**src/design/bsc_pkg.sv**
```systemverilog
package bsc_pkg;

	// escape marker and the offset added to or taken from an escaped byte
	localparam logic [7:0] ESC_BYTE   = 8'h10;
	localparam logic [7:0] ESC_OFFSET = 8'h40;

	// bytes that need an escape in the body of a frame
	localparam logic [7:0] STX_BYTE  = 8'h02;
	localparam logic [7:0] ETX_BYTE  = 8'h03;
	localparam logic [7:0] XON_BYTE  = 8'h11;
	localparam logic [7:0] XOFF_BYTE = 8'h13;

	// direction register codes
	localparam logic DIR_ENCODE = 1'b0;
	localparam logic DIR_DECODE = 1'b1;

	// default depth of the command queue between front and back
	localparam int QUEUE_DEPTH_DEF = 4;

	// one command from the front to the back
	typedef struct packed {
		logic [7:0] data;  // byte to send (already offset for an escape pair)
		logic       pair;  // send ESC_BYTE first, then data
		logic       eof;   // last output of the frame
	} cmd_t;

	// queue status seen by both sides
	typedef struct packed {
		logic full;
		logic empty;
	} q_status_t;

	function automatic logic needs_escape(input logic [7:0] b);
		needs_escape = (b == STX_BYTE) || (b == ETX_BYTE) || (b == ESC_BYTE) ||
			(b == XON_BYTE) || (b == XOFF_BYTE);
	endfunction

endpackage

```
**src/design/bsc_front.sv**
```systemverilog
module bsc_front
	import bsc_pkg::*;
(
	input  logic       clk,
	input  logic       arst_n,
	input  logic       direction,
	input  logic       in_valid,
	output logic       in_stall,
	input  logic [7:0] data_byte,
	input  logic       first_of_frame,
	input  logic       last_of_frame,
	input  q_status_t  q_status,
	output logic       push,
	output cmd_t       push_cmd
);

	logic pend_q;
	logic pend_d;
	logic accept;
	logic want_push;

	assign in_stall = q_status.full;
	assign accept   = in_valid && !q_status.full;
	assign push     = accept && want_push;

	always_comb begin
		pend_d        = pend_q;
		want_push     = 1'b1;
		push_cmd.data = data_byte;
		push_cmd.pair = 1'b0;
		push_cmd.eof  = last_of_frame;
		if (direction == DIR_ENCODE) begin
			pend_d = 1'b0;
			if (!first_of_frame && needs_escape(data_byte)) begin
				push_cmd.data = data_byte + ESC_OFFSET;
				push_cmd.pair = 1'b1;
			end
		end else if (first_of_frame || last_of_frame) begin
			pend_d = 1'b0;
		end else if (pend_q) begin
			pend_d        = 1'b0;
			push_cmd.data = data_byte - ESC_OFFSET;
		end else if (data_byte == ESC_BYTE) begin
			// body escape marker is dropped
			pend_d    = 1'b1;
			want_push = 1'b0;
		end
	end

	always_ff @(posedge clk or negedge arst_n) begin
		if (!arst_n) begin
			pend_q <= 1'b0;
		end else if (accept) begin
			pend_q <= pend_d;
		end
	end

	a_enc_clears_pend: assert property (@(posedge clk) disable iff (!arst_n)
		accept && direction == DIR_ENCODE |=> !pend_q)
		else $error("escape left pending in encode mode");

	a_drop_sets_pend: assert property (@(posedge clk) disable iff (!arst_n)
		accept && !want_push |=> pend_q)
		else $error("dropped escape marker did not set pending flag");

	a_no_pair_decode: assert property (@(posedge clk) disable iff (!arst_n)
		push && direction == DIR_DECODE |-> !push_cmd.pair)
		else $error("escape pair produced in decode mode");

endmodule

```
**src/design/bsc_queue.sv**
```systemverilog
module bsc_queue
	import bsc_pkg::*;
#(
	parameter int DEPTH = QUEUE_DEPTH_DEF
) (
	input  logic      clk,
	input  logic      arst_n,
	input  logic      push,
	input  cmd_t      push_cmd,
	input  logic      pop,
	output cmd_t      head,
	output q_status_t q_status
);

	localparam int PTR_W = (DEPTH > 1) ? $clog2(DEPTH) : 1;
	localparam int CNT_W = $clog2(DEPTH + 1);

	cmd_t             entry_q [DEPTH];
	logic [PTR_W-1:0] wr_ptr_q;
	logic [PTR_W-1:0] rd_ptr_q;
	logic [CNT_W-1:0] count_q;

	assign q_status.full  = (count_q == CNT_W'(DEPTH));
	assign q_status.empty = (count_q == '0);
	assign head           = entry_q[rd_ptr_q];

	always_ff @(posedge clk) begin
		if (push) begin
			entry_q[wr_ptr_q] <= push_cmd;
		end
	end

	always_ff @(posedge clk or negedge arst_n) begin
		if (!arst_n) begin
			wr_ptr_q <= '0;
			rd_ptr_q <= '0;
			count_q  <= '0;
		end else begin
			if (push) begin
				wr_ptr_q <= (wr_ptr_q == PTR_W'(DEPTH - 1)) ? '0 : wr_ptr_q + 1'b1;
			end
			if (pop) begin
				rd_ptr_q <= (rd_ptr_q == PTR_W'(DEPTH - 1)) ? '0 : rd_ptr_q + 1'b1;
			end
			if (push && !pop) begin
				count_q <= count_q + 1'b1;
			end else if (pop && !push) begin
				count_q <= count_q - 1'b1;
			end
		end
	end

	a_no_overflow: assert property (@(posedge clk) disable iff (!arst_n)
		push |-> !q_status.full)
		else $error("push into full command queue");

	a_no_underflow: assert property (@(posedge clk) disable iff (!arst_n)
		pop |-> !q_status.empty)
		else $error("pop from empty command queue");

	a_count_bound: assert property (@(posedge clk) disable iff (!arst_n)
		count_q <= CNT_W'(DEPTH))
		else $error("queue count above depth");

endmodule

```
**src/design/bsc_back.sv**
```systemverilog
module bsc_back
	import bsc_pkg::*;
(
	input  logic       clk,
	input  logic       arst_n,
	input  cmd_t       head,
	input  q_status_t  q_status,
	output logic       pop,
	output logic       out_valid,
	input  logic       out_stall,
	output logic [7:0] out_byte,
	output logic       last_of_run,
	output logic       end_of_frame
);

	logic       out_valid_q;
	logic [7:0] out_byte_q;
	logic       last_q;
	logic       eof_q;
	logic       phase_q;   // escape marker of the head pair already sent
	logic       load;
	logic       send_esc;

	assign load     = (!out_valid_q || !out_stall) && !q_status.empty;
	assign send_esc = head.pair && !phase_q;
	assign pop      = load && !send_esc;

	assign out_valid    = out_valid_q;
	assign out_byte     = out_byte_q;
	assign last_of_run  = last_q;
	assign end_of_frame = eof_q;

	always_ff @(posedge clk or negedge arst_n) begin
		if (!arst_n) begin
			out_valid_q <= 1'b0;
			phase_q     <= 1'b0;
		end else begin
			if (load) begin
				out_valid_q <= 1'b1;
				phase_q     <= send_esc;
			end else if (!out_stall) begin
				out_valid_q <= 1'b0;
			end
		end
	end

	always_ff @(posedge clk) begin
		if (load) begin
			out_byte_q <= send_esc ? ESC_BYTE : head.data;
			last_q     <= !send_esc;
			eof_q      <= send_esc ? 1'b0 : head.eof;
		end
	end

	a_esc_shape: assert property (@(posedge clk) disable iff (!arst_n)
		out_valid_q && !last_q |-> out_byte_q == ESC_BYTE && !eof_q)
		else $error("first half of escape pair malformed");

	a_pair_held: assert property (@(posedge clk) disable iff (!arst_n)
		phase_q |-> !q_status.empty && head.pair)
		else $error("escape pair head lost before second byte");

	a_phase_follows_esc: assert property (@(posedge clk) disable iff (!arst_n)
		phase_q |-> out_valid_q && !last_q)
		else $error("pair phase set without escape marker on output");

endmodule

```
**src/design/byte_stuffing_codec.sv**
```systemverilog
// byte stuffing codec: escapes or unescapes a framed byte stream
//
// input channel: data_byte with first_of_frame / last_of_frame, in_valid,
//   in_stall; a transaction completes when in_valid is high and in_stall low
// output channel: out_byte, last_of_run, end_of_frame, out_valid, out_stall
// config channel: cfg_valid / cfg_ready / cfg_data write the direction bit
//   (0 encode, 1 decode); cfg_ready is always high, write only while idle
//
// an accepted byte passes through the command queue and the output register
// throughput: one input byte per cycle while in_stall is low; the output
//   register sends one byte per cycle while out_stall is low, so the queue
//   absorbs the extra byte of each encode-mode escape pair until it fills
// a body escape marker in decode mode produces no output transaction
// when out_stall is high the output register holds, the queue fills, and
//   in_stall rises once the queue is full
// reset clears the direction bit (encode), the pending escape flag, the
//   queue and the output valid
module byte_stuffing_codec
	import bsc_pkg::*;
#(
	parameter int QUEUE_DEPTH = QUEUE_DEPTH_DEF
) (
	input  logic       clk,
	input  logic       arst_n,
	// config write
	input  logic       cfg_valid,
	output logic       cfg_ready,
	input  logic       cfg_data,
	// input stream
	input  logic       in_valid,
	output logic       in_stall,
	input  logic [7:0] data_byte,
	input  logic       first_of_frame,
	input  logic       last_of_frame,
	// output stream
	output logic       out_valid,
	input  logic       out_stall,
	output logic [7:0] out_byte,
	output logic       last_of_run,
	output logic       end_of_frame
);

	logic      direction_q;
	logic      push;
	logic      pop;
	cmd_t      push_cmd;
	cmd_t      head;
	q_status_t q_status;

	// direction register, writable at any time
	assign cfg_ready = 1'b1;

	always_ff @(posedge clk or negedge arst_n) begin
		if (!arst_n) begin
			direction_q <= DIR_ENCODE;
		end else if (cfg_valid && cfg_ready) begin
			direction_q <= cfg_data;
		end
	end

	// front: accepts bytes, tracks pending escape, decides what to send
	bsc_front u_front (
		.clk            (clk),
		.arst_n         (arst_n),
		.direction      (direction_q),
		.in_valid       (in_valid),
		.in_stall       (in_stall),
		.data_byte      (data_byte),
		.first_of_frame (first_of_frame),
		.last_of_frame  (last_of_frame),
		.q_status       (q_status),
		.push           (push),
		.push_cmd       (push_cmd)
	);

	// command queue decouples front from output backpressure
	bsc_queue #(
		.DEPTH (QUEUE_DEPTH)
	) u_queue (
		.clk      (clk),
		.arst_n   (arst_n),
		.push     (push),
		.push_cmd (push_cmd),
		.pop      (pop),
		.head     (head),
		.q_status (q_status)
	);

	// back: expands escape pairs into the output register
	bsc_back u_back (
		.clk          (clk),
		.arst_n       (arst_n),
		.head         (head),
		.q_status     (q_status),
		.pop          (pop),
		.out_valid    (out_valid),
		.out_stall    (out_stall),
		.out_byte     (out_byte),
		.last_of_run  (last_of_run),
		.end_of_frame (end_of_frame)
	);

endmodule
```
**config.mk**
```make
export PLATFORM = sky130hd
export DESIGN_NAME = byte_stuffing_codec
export DESIGN_NICKNAME = d
export VERILOG_FILES = /design/src/design/bsc_pkg.sv /design/src/design/bsc_front.sv /design/src/design/bsc_queue.sv /design/src/design/bsc_back.sv /design/src/design/byte_stuffing_codec.sv
export SDC_FILE = /design/constraint.sdc
export NUM_CORES = 1
export LEC_CHECK = 0
export ABC_CLOCK_PERIOD_IN_PS = 5900
export BUFFER_PORTS_ARGS = -buffer_cell sky130_fd_sc_hd__buf_2
export CAP_MARGIN = 20
export CORE_AREA = 5 5 74 76
export DETAILED_ROUTE_END_ITERATION = 6
export DIE_AREA = 0 0 79 81
export GPL_TIMING_DRIVEN = 0
export PLACE_DENSITY = 0.77
export SLEW_MARGIN = 30
export SYNTH_ARGS = -nofsm -noshare
export SYNTH_HDL_FRONTEND = slang
export SYNTH_SLANG_ARGS = --single-unit
```
**constraint.sdc**
```tcl
create_clock -name clk -period 5.9 [get_ports clk]
set_input_delay 1.18 -clock clk [delete_from_list [all_inputs] [get_ports clk]]
set_output_delay 1.18 -clock clk [all_outputs]
set_load 0.02 [all_outputs]
```
After elaboration in Yosys (flattened, before gate mapping) --
Memory sizes are Yosys's and may differ from the RTL's. Cells that the tools add are included.
Word-level totals: bits in registers 21, memory bits (writable) 40, output and inout bits 13, word-level logic and storage cells 72, memories 1
Memory list:
- u_queue.entry_q | words 4, bits a word 10, rd ports 1, clocked after Yosys merged registers in 0, write ports 1, line bsc_queue.sv:18 | cmd_t entry_q [DEPTH];
Operators by class: add/subtract/negate cells 6, equality and inequality tests 9, mux-type cells 21, reduce and logical (&&, ||, !) cells 25
Operators by type and width (count):
- $eq A8 B5 Y1 const B | 3
- $mux W8 | 3
- $eq A8 B2 Y1 const B | 2
- $mux W1 | 13
- $logic_not A1 Y1 | 9
- $mux W9 | 1
- $add A8 B7 Y8 const B | 1
- $logic_and A1 B1 Y1 | 8
- $sub A8 B7 Y8 const B | 1
- $logic_or A1 B1 Y1 | 6
- $mux W3 | 2
- $add A2 B1 Y2 const B | 2
- $eq A2 B2 Y1 const B | 2
- $mux W2 | 2
- $add A3 B1 Y3 const B | 1
- $eq A3 B3 Y1 const B | 1
- $logic_not A3 Y1 | 1
- $sub A3 B1 Y3 const B | 1
- $ne A2 B1 Y1 const B | 1
- $reduce_bool A2 Y1 | 1

Depth between registers and ports, before layout --
Gate-level depths: netlist (run 1).
depth after elaboration 10, gate-level depth with buffers 12, depth with buffers taken out 11

Modules after synthesis --
A second synthesis (run 1) with hierarchy kept.
Unflattened totals: cells, all modules 161, area, all modules 2692.6 sq um
By module, submodules not included:
- bsc_queue | times used 1, cells each 89, area an instance 1863.0 sq um, seq. area each 1376.3 sq um
- bsc_back | times used 1, cells each 29, area an instance 485.5 sq um, seq. area each 350.3 sq um
- bsc_front | times used 1, cells each 39, area an instance 292.8 sq um, seq. area each 25.0 sq um
- byte_stuffing_codec | times used 1, cells each 4, area an instance 51.3 sq um, seq. area each 25.0 sq um

Least setup slack after synthesis (run 1) --
OpenSTA, ideal clock, no wires.
kind input -> register, start point in data_byte[6], end point reg u_queue.count_q[1], arrival time 2.979 ns, data required time 5.775 ns, path slack 2.796 ns, stages on the path 10, path through inv_1 -> ha_1 -> nor4b_1 -> nand3_1 -> nor2b_1 -> clkbuf_1 -> ha_1 -> inv_1 -> fa_1 -> mux2_2
Between the ends: cells in the longest elaborated chain, start to end 9, elaborated cells between the ends (all ways) 11
Ends and longest elaborated chain:
- from (decl) | line byte_stuffing_codec.sv:32 | input logic [7:0] data_byte,
- $eq A8 B5 Y1 (*) | line bsc_front.sv:43 | end else if (data_byte == ESC_BYTE) begin
- $mux W1 (*) | line bsc_front.sv:43
- $mux W1 (*) | line bsc_front.sv:40 | end else if (pend_q) begin
- $mux W1 (*) | line bsc_front.sv:38 | end else if (first_of_frame || last_of_frame) begin
- $mux W1 (*) | line bsc_front.sv:32 | if (direction == DIR_ENCODE) begin
- $logic_and A1 B1 Y1 (*) | line bsc_front.sv:24 | assign push = accept && want_push;
- net push | line byte_stuffing_codec.sv:44 | logic push;
- $logic_not A1 Y1 | line bsc_queue.sv:47 | end else if (pop && !push) begin
- $logic_and A1 B1 Y1 | line bsc_queue.sv:47
- $reduce_bool A2 Y1 (no source line)
- to (signal assigned) | line bsc_queue.sv:46 | count_q <= count_q + 1'b1;
- to (signal assigned) | line bsc_queue.sv:48 | count_q <= count_q - 1'b1;
- to (decl) | line bsc_queue.sv:21 | logic [CNT_W-1:0] count_q;
The timed path passes the listed nets; every way through them passes the cells marked *. A chain may end at the register's enable or synchronous reset.

Worst setup path in the final report (run 1) --
Ends and elaborated chain as after synthesis.

==> impl_metrics.toml, run 1 <==
[worst_setup_path]
cp_top_family = "adder cells"
crit_slowest_cell = "nor4b_1"
timing.rr.end = "u_queue.count_q[2]"
r2r_cells = 10
crit_start = "data_byte[6]"
critical_path_arrival_ps = 3370
endpoint = "u_queue.count_q[1]"
endpoint_kind = "register"
path_cells = "buf_2 -> inv_1 -> ha_1 -> nor4b_1 -> nand3_1 -> nor2b_1 -> clkbuf_1 -> ha_1 -> inv_1 -> fa_1 -> mux2_2"
required_ps = 6110
r2r_slack_ps = 3460
r2r_start = "u_queue.count_q[0]"
slowest_delay_ps = 400
worstSetupPathType = "in2reg"
crit_buf_inv = 4
startpoint_type = "primary input"
critical_path_depth = 11
crit_fanout = 7

[layout]
final_util = 0.630
nets = 210
area_growth_pct = 14.6
antenna_cells = 0
drive_above_1_share = 0.309

[synthesis]
yosys.area.top_type_share = 0.586
ys.flop_type = "edfxtp_1"
yosysMostFrequentCell = "edfxtp_1"
syn_nets = 172
netlist_instances = 148
yosysTopAreaCell = "edfxtp_1"
synth_area_leaders = "edfxtp_1, dfrtp_1, mux4_2, ha_1, nor2b_1"
ys_warn_count = 0
seq_area_frac_synth = 0.693
synthTopCellsByCount = "edfxtp_1, dfrtp_1, mux4_2"
ys_async_sr_fraction = 0.180
syn_area_per_cell_um2 = 17.3
syn-cell-area_um2 = 2560
ys_seq_elements = 61
ys_types = 33
synth_edf_count = 50

[run]
cap_violations = 0

[clocking]
numCtsBuffers = 9
cts.sinks = 61
cts_root_buf = "clkbuf_8"
clk_latency_ps = 330
cts_resized = 0
cts_buffer_depth = 2
cts_setup_buffers = 0
htree_levels = 3
holdBufCountCts = 0
clk_pin_slew_ps = 60
cts_tree = "yes"

[drt]
via_per_inst = 5.44
via_count = 1332
wl_met3_um = 239
drt_iter0_drc = 81
totalWireLength_mm = 4.05
ant_nets = 0
firstDrtPassIters = 4
wl_met2_mm = 1.99
top_layer = "met4"
routedWlPerCell_um = 16.5
m1WireLength_mm = 1.76
drc = 0

[timing]
max_slew_margin = 0.587
worst_pin_slew_ps = 619
final_hold_viol_count = 0
setup-tns-final_ps = 0
final.min_clock_period_ps = 3160
fin_crit_sh = 0.535
rsz0062_at_grt = "false"
setup_viol_count_final = 0
drv_slew = 0
fmax_mhz = 317
fin_skew_ps = 6.35

[place]
gpl.final_weighted_congestion = 0.735
hpwl_mm = 2.93
port_buffers = 27

[floorplanning]
start_util = 0.550
core-area_um2 = 4660
dieArea_um2 = 6400
rows = 25
die_h_um = 81
dieWidth_um = 79
pin_count = 29

[power_and_ir_drop]
power_leakage_nw = 1.12
power_density_nw_per_um2 = 491
ir_drop_v = 0.000212

[hold_path]
hold_path_class = "reg2reg"

[global_routing]
grt_pass1_vias = 1458
antenna_found_initial = 0
grt_start_max_net_pins = 14
grt_overflow = 0
grt_pass1_wl_mm = 6.84
grt_usage = 0.146

[run_status]
status = "completed"
-- sequential cells by signal, indices dropped and copies added (netlist names) --
name and flops:
u_queue.rd_ptr_q 2, u_queue.wr_ptr_q 2, u_back.out_byte 8, u_back.last_of_run 1, u_front.pend_q 1, u_queue.count_q 3, u_back.out_valid 1, u_back.phase_q 1
direction_q 1, u_queue.entry_q 40, u_back.end_of_frame 1
-- worst reg2reg max path: stages (launching register included) --
cell      delay (ps)
dfrtp_1          440
nor3_1           260
a21o_1           140
inv_1            220
nand2b_4         180
ha_1             200
inv_1             70
fa_1             430
xor2_1           170
nor2_1           120
xor2_1           150
-- how the worst min path moves through the flow --
stage / startpoint / cells after the start / to
after floorplan: u_queue.count_q[2] / 1 / u_queue.count_q[2]
after global placement: u_back.out_valid / 2 / u_back.out_valid
after detailed placement: u_queue.count_q[2] / 1 / u_queue.count_q[2]
after CTS: u_queue.count_q[2] / 1 / u_queue.count_q[2]
after global routing: u_queue.count_q[2] / 1 / u_queue.count_q[2]
final: u_queue.count_q[2] / 1 / u_queue.count_q[2]
-- where the power goes --
group          internal [mW]  leakage [nW]  switching (mW)  total (mW)
sequential             0.615         0.599          0.0545       0.670
combinational          0.214         0.436           0.241       0.455
clock                  0.172        0.0885           0.144       0.316
-- cells in the final DEF (no fill, tap or decap), types with 2 or more instances in the layout --
cell and n:
buf_2 29, mux4_2 10, clkbuf_1 3, nand2_1 6
and2_1 4, ha_1 7, inv_1 8, edfxtp_1 50
o21ai_0 4, nor3b_1 3, dfrtp_1 11, nor2_1 4
clkinv_1 2, mux2i_1 4, xor2_1 2, xnor2_1 2
clkbuf_8 11, nor2b_1 9, mux2_2 4, nor4b_1 2
-- area by class of cell --
class | instances | area [um2]
multi-input combinational | 74 | 732
tap | 54 | 67.6
timing repair buffer | 27 | 135
clock inverter | 3 | 12.5
buffer | 5 | 25.0
sequential | 61 | 1780
inverter | 8 | 30.0
fill | 323 | 1720
clock buffer | 13 | 159
-- metal layers --
metal,GRT usage,up-vias
met4,0.0722,0
met5,0,-
met1,0.182,654
met3,0.0410,7
met2,0.235,43
li1,-,628
-- stage by stage --
stage / cells / power [mW] / area [um2] / hold slack (ps) / setup WS (ps)
final: 245 / 1.44 / 2940 / 488 / 2740
after global routing: 245 / 1.53 / 2940 / 513 / 2480
after CTS: 245 / 1.46 / 2940 / 487 / 2740
after detailed placement: 229 / 1.15 / 2770 / 479 / 2400
after global placement: 229 / 1.12 / 2770 / 465 / 2420
after floorplan: 148 / 1.02 / 2560 / 456 / 2800
-- logic make-up after synthesis --
kind of cell               synth area share
muxes                                 0.127
DFF                                   0.693
and+or+nand+nor                      0.0844
adders and majority gates            0.0420
other                               0.00146
xor gates and xnor gates             0.0137
buffers and inverters                0.0215
AOI/OAI and AO/OA                    0.0171
No activity file was read; power rests on OpenSTA's default activity.
==> inputs of run 2 (changes only) <==
Settings changed: ABC_AREA set to 1, ABC_CLOCK_PERIOD_IN_PS 5900 to 2970, CORE_AREA 5 5 74 76 to 5 5 76 78, DIE_AREA 0 0 79 81 to 0 0 81 83.
Clock period 5.9 ns to 2.97 ns, I/O delays scaled along.
==> run 2 against run 1 <==
Area after synthesis increased by 5.6%. Sequential cell count unchanged. Via count increased by 27%. Final cell count increased by 41%. Sequential share of layout area decreased by 3.8 points. Global-route usage increased by 0.76 points. Utilization decreased by 0.50 points. Routed wire length increased by 15%. Sequential power increased by 100%. Largest cell class unchanged. Non-clock buffer count increased by 3. Critical endpoint unchanged. Combinational power increased to 2.7 times the previous value.
==> impl_metrics.toml, run 2 <==
[run_status]
status = "completed"

[synthesis]
syn_nets = 256
ys_types = 34
ys_warn_count = 0
yosys.area.top_type_share = 0.555
ys_seq_elements = 61
netlist_instances = 232
syn-cell-area_um2 = 2710
synth_edf_count = 50
syn_area_per_cell_um2 = 11.7
yosysMostFrequentCell = "edfxtp_1"
synth_area_leaders = "edfxtp_1, dfrtp_1, nor2_1, nand2_1, o21ai_0"
ys_async_sr_fraction = 0.180
seq_area_frac_synth = 0.656
synthTopCellsByCount = "edfxtp_1, nor2_1, nand2_1"
ys.flop_type = "edfxtp_1"
yosysTopAreaCell = "edfxtp_1"

[clocking]
clk_latency_ps = 340
clk_pin_slew_ps = 70
htree_levels = 3
holdBufCountCts = 0
numCtsBuffers = 9
cts_tree = "yes"
cts.sinks = 61
cts_setup_buffers = 0
cts_buffer_depth = 2
cts_root_buf = "clkbuf_8"
cts_resized = 0

[floorplanning]
dieWidth_um = 81
start_util = 0.540
pin_count = 29
die_h_um = 83
core-area_um2 = 5010
rows = 26
dieArea_um2 = 6720

[worst_setup_path]
r2r_slack_ps = 660
crit_start = "data_byte[6]"
critical_path_arrival_ps = 2600
endpoint_kind = "register"
required_ps = 3190
worstSetupPathType = "in2reg"
timing.rr.end = "u_queue.count_q[2]"
critical_path_depth = 13
path_cells = "buf_2 -> inv_1 -> ha_1 -> nand2_1 -> nor2_1 -> nand3_1 -> nand3b_4 -> nand2_4 -> inv_2 -> ha_1 -> inv_1 -> fa_1 -> mux2_2"
r2r_start = "u_queue.count_q[0]"
slowest_delay_ps = 400
crit_fanout = 5
startpoint_type = "primary input"
crit_buf_inv = 4
endpoint = "u_queue.count_q[1]"
cp_top_family = "adder cells"
r2r_cells = 10
crit_slowest_cell = "fa_1"

[drt]
totalWireLength_mm = 4.64
firstDrtPassIters = 4
via_count = 1693
drc = 0
routedWlPerCell_um = 13.4
ant_nets = 0
via_per_inst = 4.91
drt_iter0_drc = 125

[timing]
setup_viol_count_final = 0
fin_crit_sh = 0.800
worst_pin_slew_ps = 939
final_hold_viol_count = 0
fin_skew_ps = 8.44
drv_slew = 0
hold_ws_ps = 122
setup-tns-final_ps = 0
rsz0062_at_grt = "false"
fmax_mhz = 421
timing.final.ws_setup_ps = 594
max_slew_margin = 0.372
final.min_clock_period_ps = 2380

[layout]
finalInstanceArea_um2 = 3130
area_growth_pct = 15.7
mostFrequentLayoutCell = "edfxtp_1"
top_register = "u_queue.entry_q"
final_cells = 345
layout_common_cells = "edfxtp_1, nor2_1, nand2_1, buf_2, inv_1"
antenna_cells = 0
final_util = 0.625
drive_above_1_share = 0.258
nets = 294
largest_reg_flops = 40
nFillCells = 408

[global_routing]
grt_start_max_net_pins = 13
grt_usage = 0.153
antenna_found_initial = 0
grt_overflow = 0
grt_pass1_wl_mm = 7.67
grt_pass1_vias = 1673

[power_and_ir_drop]
p_clk_frac = 0.219
p_sw_mw = 1.20
combPwrFrac = 0.370
power_mw = 3.27
pwr-share-seq = 0.410
intPower_mw = 2.07
power_density_nw_per_um2 = 1040
power_leakage_nw = 1.31
ir_drop_v = 0.000498
swShare = 0.366

[run]
cap_violations = 0

[place]
pre_cts_ws_ps = 229
hpwl_mm = 3.25
port_buffers = 27
gpl.final_weighted_congestion = 0.834
dpl_cell_area_um2 = 2930
dpl.cell_count = 329

[hold_path]
hold_path_class = "in2async"
run 2: worst register-to-register path, stage by stage (launching register included):
cell     delay [ps]
dfrtp_1         420
or2_4           290
o21ai_4         140
inv_2           140
nand2_4         160
ha_1            150
inv_1            70
fa_1            430
a21oi_1         140
o21ai_0         100
xor2_1          150
run 2: area by class of cell:
type	count	area, um2	share of cell area
Buffer	8	60.1	0.0192
Clock buffer	9	124	0.0395
Clock inverter	7	76.3	0.0244
Inverter	30	113	0.0359
Multi-Input combinational cell	133	761	0.243
Sequential cell	61	1780	0.567
Tap cell	70	87.6	0.0280
Timing Repair Buffer	27	135	0.0431
run 2: power groups by stage:
stage | combinational (mW) | clock, mW | sequential (mW)
floorplan | 0.809 | 0 | 1.45
global placement | 1.17 | 0 | 1.35
detailed placement | 1.21 | 0 | 1.36
CTS | 1.23 | 0.729 | 1.34
global route | 1.36 | 0.768 | 1.36
finish | 1.21 | 0.717 | 1.34
run 2: cells by family after synthesis:
| logic type | share of synthesized area |
|---|---|
| xor+xnor | 0.00971 |
| mux | 0.00786 |
| fa+ha+maj | 0.0397 |
| compound gates | 0.0920 |
| other cells | 0.00138 |
| buf+inv | 0.0638 |
| flops | 0.656 |
| simple gates | 0.129 |
run 2: worst min path at each step:
| stage | startpoint | end | slack [ps] | cells past startpoint |
|---|---|---|---|---|
| 2_1_floorplan | arst_n | direction_q | 300 | 0 |
| 3_3_place_gp | arst_n | u_queue.wr_ptr_q[1] | 480 | 1 |
| 3_5_place_dp | arst_n | u_queue.wr_ptr_q[1] | 490 | 1 |
| 4_1_cts | arst_n | u_queue.wr_ptr_q[1] | 120 | 1 |
| 5_1_grt | arst_n | u_queue.rd_ptr_q[1] | 140 | 1 |
| 6_report | arst_n | u_queue.wr_ptr_q[1] | 120 | 1 |
run 2: per-layer routing:
layer / up-vias / wire [um] / GRT usage
met5: - / 0 / 0
met4: 0 / 101 / 0.0968
met3: 12 / 195 / 0.0422
met2: 42 / 2270 / 0.231
met1: 782 / 2070 / 0.192
li1: 857 / - / -
